File: src/rpvc_pkg.sv
// Shared types, codes and defaults of the rectangle polygon vertex clipper.
package rpvc_pkg;

    localparam int COORD_WIDTH_DEF = 32;
    localparam int MAX_PTS         = 7;
    localparam int NUM_JOBS        = 9;

    localparam longint CLIP_LEFT_RST   = 0;
    localparam longint CLIP_RIGHT_RST  = 163840;
    localparam longint CLIP_TOP_RST    = 0;
    localparam longint CLIP_BOTTOM_RST = 122880;

    typedef logic [3:0] region_t;
    typedef logic [1:0] cfg_idx_t;
    typedef logic [3:0] job_t;

    localparam region_t RG_TL = 4'd0;
    localparam region_t RG_T  = 4'd1;
    localparam region_t RG_TR = 4'd2;
    localparam region_t RG_L  = 4'd3;
    localparam region_t RG_IN = 4'd4;
    localparam region_t RG_R  = 4'd5;
    localparam region_t RG_BL = 4'd6;
    localparam region_t RG_B  = 4'd7;
    localparam region_t RG_BR = 4'd8;

    localparam cfg_idx_t CFG_LEFT   = 2'd0;
    localparam cfg_idx_t CFG_RIGHT  = 2'd1;
    localparam cfg_idx_t CFG_TOP    = 2'd2;
    localparam cfg_idx_t CFG_BOTTOM = 2'd3;

    localparam job_t JOB_TB    = 4'd0;
    localparam job_t JOB_BB    = 4'd1;
    localparam job_t JOB_LB    = 4'd2;
    localparam job_t JOB_RB    = 4'd3;
    localparam job_t JOB_TC    = 4'd4;
    localparam job_t JOB_BC    = 4'd5;
    localparam job_t JOB_LC    = 4'd6;
    localparam job_t JOB_RC    = 4'd7;
    localparam job_t JOB_CHAIN = 4'd8;

    typedef struct packed {
        region_t cur;
        region_t prv;
    } reg_pair_t;

endpackage

File: src/rpvc_muldiv.sv
// Shared serial unit: base + a*b/c, truncated quotient, saturated sum.
module rpvc_muldiv #(
    parameter int W = rpvc_pkg::COORD_WIDTH_DEF
) (
    input  logic                clk,
    input  logic                rst_n,
    input  logic                start,
    input  logic signed [W:0]   a,
    input  logic signed [W:0]   b,
    input  logic signed [W:0]   c,
    input  logic signed [W-1:0] base,
    output logic                done,
    output logic signed [W-1:0] result
);
    import rpvc_pkg::*;

    localparam int M  = W + 1;
    localparam int P  = 2 * M;
    localparam int CW = $clog2(P);

    localparam logic [1:0] ST_IDLE = 2'd0;
    localparam logic [1:0] ST_MUL  = 2'd1;
    localparam logic [1:0] ST_DIV  = 2'd2;
    localparam logic [1:0] ST_FIN  = 2'd3;

    localparam logic [P-1:0]   CAP  = P'(1) << W;
    localparam logic signed [W+1:0] SMAX = {3'b000, {(W-1){1'b1}}};
    localparam logic signed [W+1:0] SMIN = {3'b111, {(W-1){1'b0}}};

    logic [1:0]          state_reg, state_next;
    logic [CW-1:0]       cnt_reg, cnt_next;
    logic [P-1:0]        acc_reg, acc_next;
    logic [P-1:0]        mcand_reg, mcand_next;
    logic [M-1:0]        mplier_reg, mplier_next;
    logic [M-1:0]        cm_reg, cm_next;
    logic [M-1:0]        rem_reg, rem_next;
    logic                neg_reg, neg_next;
    logic                ovf_reg, ovf_next;
    logic signed [W-1:0] base_reg, base_next;
    logic signed [W-1:0] result_reg, result_next;
    logic                done_reg, done_next;

    logic [M-1:0]        am, bm, cmag;
    logic [P-1:0]        acc_add;
    logic [M:0]          rem_sh;
    logic [W:0]          qm;
    logic signed [W+1:0] sum;

    always_comb
    begin
        am      = a[W] ? M'(-a) : M'(a);
        bm      = b[W] ? M'(-b) : M'(b);
        cmag    = c[W] ? M'(-c) : M'(c);
        acc_add = mplier_reg[0] ? acc_reg + mcand_reg : acc_reg;
        rem_sh  = {rem_reg, acc_reg[P-1]};
        if (ovf_reg || acc_reg > CAP)
        begin
            qm = CAP[W:0];
        end
        else
        begin
            qm = acc_reg[W:0];
        end
        sum = {{2{base_reg[W-1]}}, base_reg}
            + (neg_reg ? -$signed({1'b0, qm}) : $signed({1'b0, qm}));
    end

    always_comb
    begin
        state_next  = state_reg;
        cnt_next    = cnt_reg;
        acc_next    = acc_reg;
        mcand_next  = mcand_reg;
        mplier_next = mplier_reg;
        cm_next     = cm_reg;
        rem_next    = rem_reg;
        neg_next    = neg_reg;
        ovf_next    = ovf_reg;
        base_next   = base_reg;
        result_next = result_reg;
        done_next   = 1'b0;
        unique case (state_reg)
            ST_IDLE:
            begin
                if (start)
                begin
                    acc_next    = '0;
                    mcand_next  = P'(am);
                    mplier_next = bm;
                    cm_next     = cmag;
                    neg_next    = a[W] ^ b[W] ^ c[W];
                    ovf_next    = 1'b0;
                    base_next   = base;
                    cnt_next    = '0;
                    state_next  = ST_MUL;
                end
            end
            ST_MUL:
            begin
                acc_next    = acc_add;
                mcand_next  = mcand_reg << 1;
                mplier_next = mplier_reg >> 1;
                cnt_next    = cnt_reg + 1'b1;
                if (cnt_reg == CW'(M - 1))
                begin
                    cnt_next = '0;
                    rem_next = '0;
                    if (acc_add == '0)
                    begin
                        state_next = ST_FIN;
                    end
                    else if (cm_reg == '0)
                    begin
                        ovf_next   = 1'b1;
                        state_next = ST_FIN;
                    end
                    else
                    begin
                        state_next = ST_DIV;
                    end
                end
            end
            ST_DIV:
            begin
                if (rem_sh >= {1'b0, cm_reg})
                begin
                    rem_next = M'(rem_sh - {1'b0, cm_reg});
                    acc_next = {acc_reg[P-2:0], 1'b1};
                end
                else
                begin
                    rem_next = rem_sh[M-1:0];
                    acc_next = {acc_reg[P-2:0], 1'b0};
                end
                cnt_next = cnt_reg + 1'b1;
                if (cnt_reg == CW'(P - 1))
                begin
                    state_next = ST_FIN;
                end
            end
            ST_FIN:
            begin
                if (sum > SMAX)
                begin
                    result_next = SMAX[W-1:0];
                end
                else if (sum < SMIN)
                begin
                    result_next = SMIN[W-1:0];
                end
                else
                begin
                    result_next = sum[W-1:0];
                end
                done_next  = 1'b1;
                state_next = ST_IDLE;
            end
            default:
            begin
                state_next = ST_IDLE;
            end
        endcase
    end

    always_ff @(posedge clk or negedge rst_n)
    begin
        if (!rst_n)
        begin
            state_reg <= ST_IDLE;
            cnt_reg   <= '0;
            done_reg  <= 1'b0;
        end
        else
        begin
            state_reg <= state_next;
            cnt_reg   <= cnt_next;
            done_reg  <= done_next;
        end
    end

    always_ff @(posedge clk)
    begin
        acc_reg    <= acc_next;
        mcand_reg  <= mcand_next;
        mplier_reg <= mplier_next;
        cm_reg     <= cm_next;
        rem_reg    <= rem_next;
        neg_reg    <= neg_next;
        ovf_reg    <= ovf_next;
        base_reg   <= base_next;
        result_reg <= result_next;
    end

    assign done   = done_reg;
    assign result = result_reg;

endmodule

File: config.mk
export PLATFORM = sky130hd
export DESIGN_NAME = rpvc_muldiv
export DESIGN_NICKNAME = d
export VERILOG_FILES = /design/src/rpvc_pkg.sv /design/src/rpvc_muldiv.sv
export SDC_FILE = /design/constraint.sdc
export NUM_CORES = 1
export LEC_CHECK = 0
export ABC_AREA = 1
export BUFFER_PORTS_ARGS = -buffer_cell sky130_fd_sc_hd__buf_2
export CAP_MARGIN = 5
export CORE_MARGIN = 2
export CORE_UTILIZATION = 45
export DETAILED_ROUTE_END_ITERATION = 16
export GPL_TIMING_DRIVEN = 0
export PLACE_DENSITY = 0.62
export REMOVE_ABC_BUFFERS = 1
export SLEW_MARGIN = 30
export SYNTH_ARGS = -nofsm -noshare
export SYNTH_HDL_FRONTEND = slang
export SYNTH_SLANG_ARGS = --single-unit
File: constraint.sdc
create_clock -name clk -period 9.4 [get_ports clk]
set_input_delay 0 -clock clk [delete_from_list [all_inputs] [get_ports clk]]
set_output_delay 0 -clock clk [all_outputs]
set_load 0.02 [all_outputs]
==> flow_summary.yaml <==
synthesis:
  ys_ff_latch: 307
  async_reset_ff_frac: 0.0326
  synthFlopType: "edfxtp_1"
  ys_seq_area_frac: 0.346
  synth_area_per_cell_um2: 6.78
  syn_area_mm2: 0.0265
  synth_enable_flop_cells: 297
  postSynthCellCount: 3905
  ys_types: 55
  synth_warnings: 0
worst_setup_path:
  cpMostUsedCell: "nand2_1"
  slowest_delay_ps: 580
  critPathCaptureType: "flop"
  crit_arrival_ps: 6820
  startpoint_type: "flop"
  cp_slowest_cell: "nor4_1"
  cp_max_fo: 31
  critical_path_required_ps: 9680
  path_class: "flop to flop"
cts:
  cts_buffers: 38
  cts_sinks: 307
  cts_tree: "done"
  htree_levels: 2
  clockBufferDepth: 3
  clk_pin_slew_worst_paths_ps: 60
  clkLatencyLatePin_ps: 580
  cts_root_buf: "clkbuf_16"
pwr:
  power.leakage_nw: 15.2
  power.density_mw_per_mm2: 373
  vdd_drop_max_mv: 0.173
  power_mw: 11.7
sta:
  fin_crit_sh: 0.696
  tightest_slew_ps: 831
  rsz0062_at_grt: "no"
  fin_setup_tns_ps: 0
  slew_violations: 0
  hold_violations: 0
  relSlewSlack: 0.446
  finClkSkew_ps: 24.2
  setup_violations: 0
  fmaxAchievable_mhz: 153
  fin_crit_ps: 6540
global_routing:
  grt_max_degree: 57
  antenna_found_initial: 0
  grt_pass1_wl_mm: 128
  track_usage: 0.265
  grt_pass1_vias: 24100
  overflow: 0
routing:
  dr.pass1.iters: 6
  drc: 0
  drtIter0Drc: 1715
  final_antenna_net_count: 0
  wirelength_mm: 80.8
  post_drt_wl_per_cell_um: 16.2
  vias: 25600
  via_per_inst: 5.11
layout:
  area_growth_pct: 18.4
  final_area_mm2: 0.0313
  diodes: 0
  drive_gt1_frac: 0.0765
  fin_nets: 4485
floorplan:
  die_area_mm2: 0.0608
  dieHeight_um: 247
  num_rows: 88
  start_util: 0.457
  core-area_mm2: 0.0579
  fp.dieW_um: 247
  io_pins: 167
flow_run:
  maxCapViolations: 0
place:
  placed_area_mm2: 0.0285
  gp_congestion: 0.976
  io_buffers: 166
  dp.final_hpwl_mm: 63.7
min_path:
  hold_class: "input port to flop"
run_status:
  status: "completed"
## worst max-delay path: cells and delay by family, from the launching register on
kind / cells / cell delay (ps)
adder cells (fa/ha/maj): 2 / 550
AO/OA/AOI/OAI: 3 / 690
buffers and inverters: 1 / 170
XOR/XNOR: 2 / 440
flip-flops: 1 / 490
AND/OR/NAND/NOR: 20 / 3910
## final timing paths
kind | cells after the start | to | slack (ps) | from
setup / recovery | 28 | result[17] | 2860 | acc_reg[62]
hold / removal | 3 | cm_reg[1] | 30 | c[32]
setup reg to reg | 28 | result[17] | 2860 | acc_reg[62]
hold reg to reg | 2 | mplier_reg[0] | 530 | mplier_reg[1]
max in group asynchronous | 3 | state_reg[0] | 8600 | rst_n
min in group asynchronous | 3 | state_reg[1] | 460 | rst_n
## Yosys cell counts, types with 9 or more instances
master	count	area [um2]
o21ai_0	179	896
nor3_1	59	295
o21ai_1	10	50.1
a21oi_1	272	1360
xnor2_1	64	561
nor4_1	29	181
xor2_1	83	727
edfxtp_1	297	8920
inv_1	628	2360
o31ai_1	9	67.6
nand3_1	224	1120
nor2_1	385	1450
or2_2	48	300
dfrtp_1	10	250
ha_1	142	1780
nand2_1	1214	4560
clkbuf_1	55	206
nand4_1	55	344
a31oi_1	20	125
buf_1	14	52.6
## stage by stage
step	setup WS, ps	hold WS [ps]	std cells	util
after floorplan	-3440	-296	3818	-
after global placement	-11380	-120	4749	0.481
after detailed placement	2500	-123	4775	0.492
after CTS	2490	19.0	5001	0.541
after global routing	2090	48.2	5001	0.541
final	2860	28.1	5001	0.541
## power by group
group          internal [mW]  total (mW)  switching, mW
logic                   2.41        7.18           4.78
registers               2.45        2.94          0.496
clock network          0.943        1.56          0.616
## repair_timing
item	CTS	global route
hold buffers	156	0
resized for setup	0	0
buffers inserted	0	0
endpoints found under the hold margin	144	0
## area by class of cell
cell class / instances / area (um2)
Sequential cell: 307 / 9170
Tap cell: 765 / 957
Fill cell: 5802 / 26600
Timing Repair Buffer: 348 / 2950
Clock inverter: 22 / 272
Multi-Input combinational cell: 2879 / 14600
Inverter: 632 / 2380
Clock buffer: 48 / 1030
## cells in the final DEF (no fill, tap or decap), drive strengths merged, types with 7 or more instances in the layout
cell,netlist,final
o22ai,7,7
nand2,1217,1217
nand3,225,225
nor3,65,65
edfxtp,297,297
nand4,55,55
or2,50,50
o31ai,9,9
xor2,83,83
dfrtp,10,10
o21a,7,7
clkbuf,55,48
buf,32,192
ha,142,142
nor2,386,386
o21ai,192,192
nor4,29,29
inv,629,631
clkinv,3,16
a21oi,273,273
a31oi,20,20
dlygate4sd3,0,156
xnor2,64,64
o21bai,8,8
## cells by family after synthesis
family,count (synthesis),share of synthesized area
DFF,307,0.346
buffers and inverters,719,0.105
adders and majority gates,145,0.0694
and+or+nand+nor,2043,0.320
xor gates and xnor gates,147,0.0487
AOI/OAI and AO/OA,544,0.111
## layer usage
metal,GRT usage,share of wire
met1,0.366,0.47
met4,0.0709,0.024
met5,0,0
met3,0.0266,0.050
met2,0.443,0.46
Power figures use the tool's default switching activity.
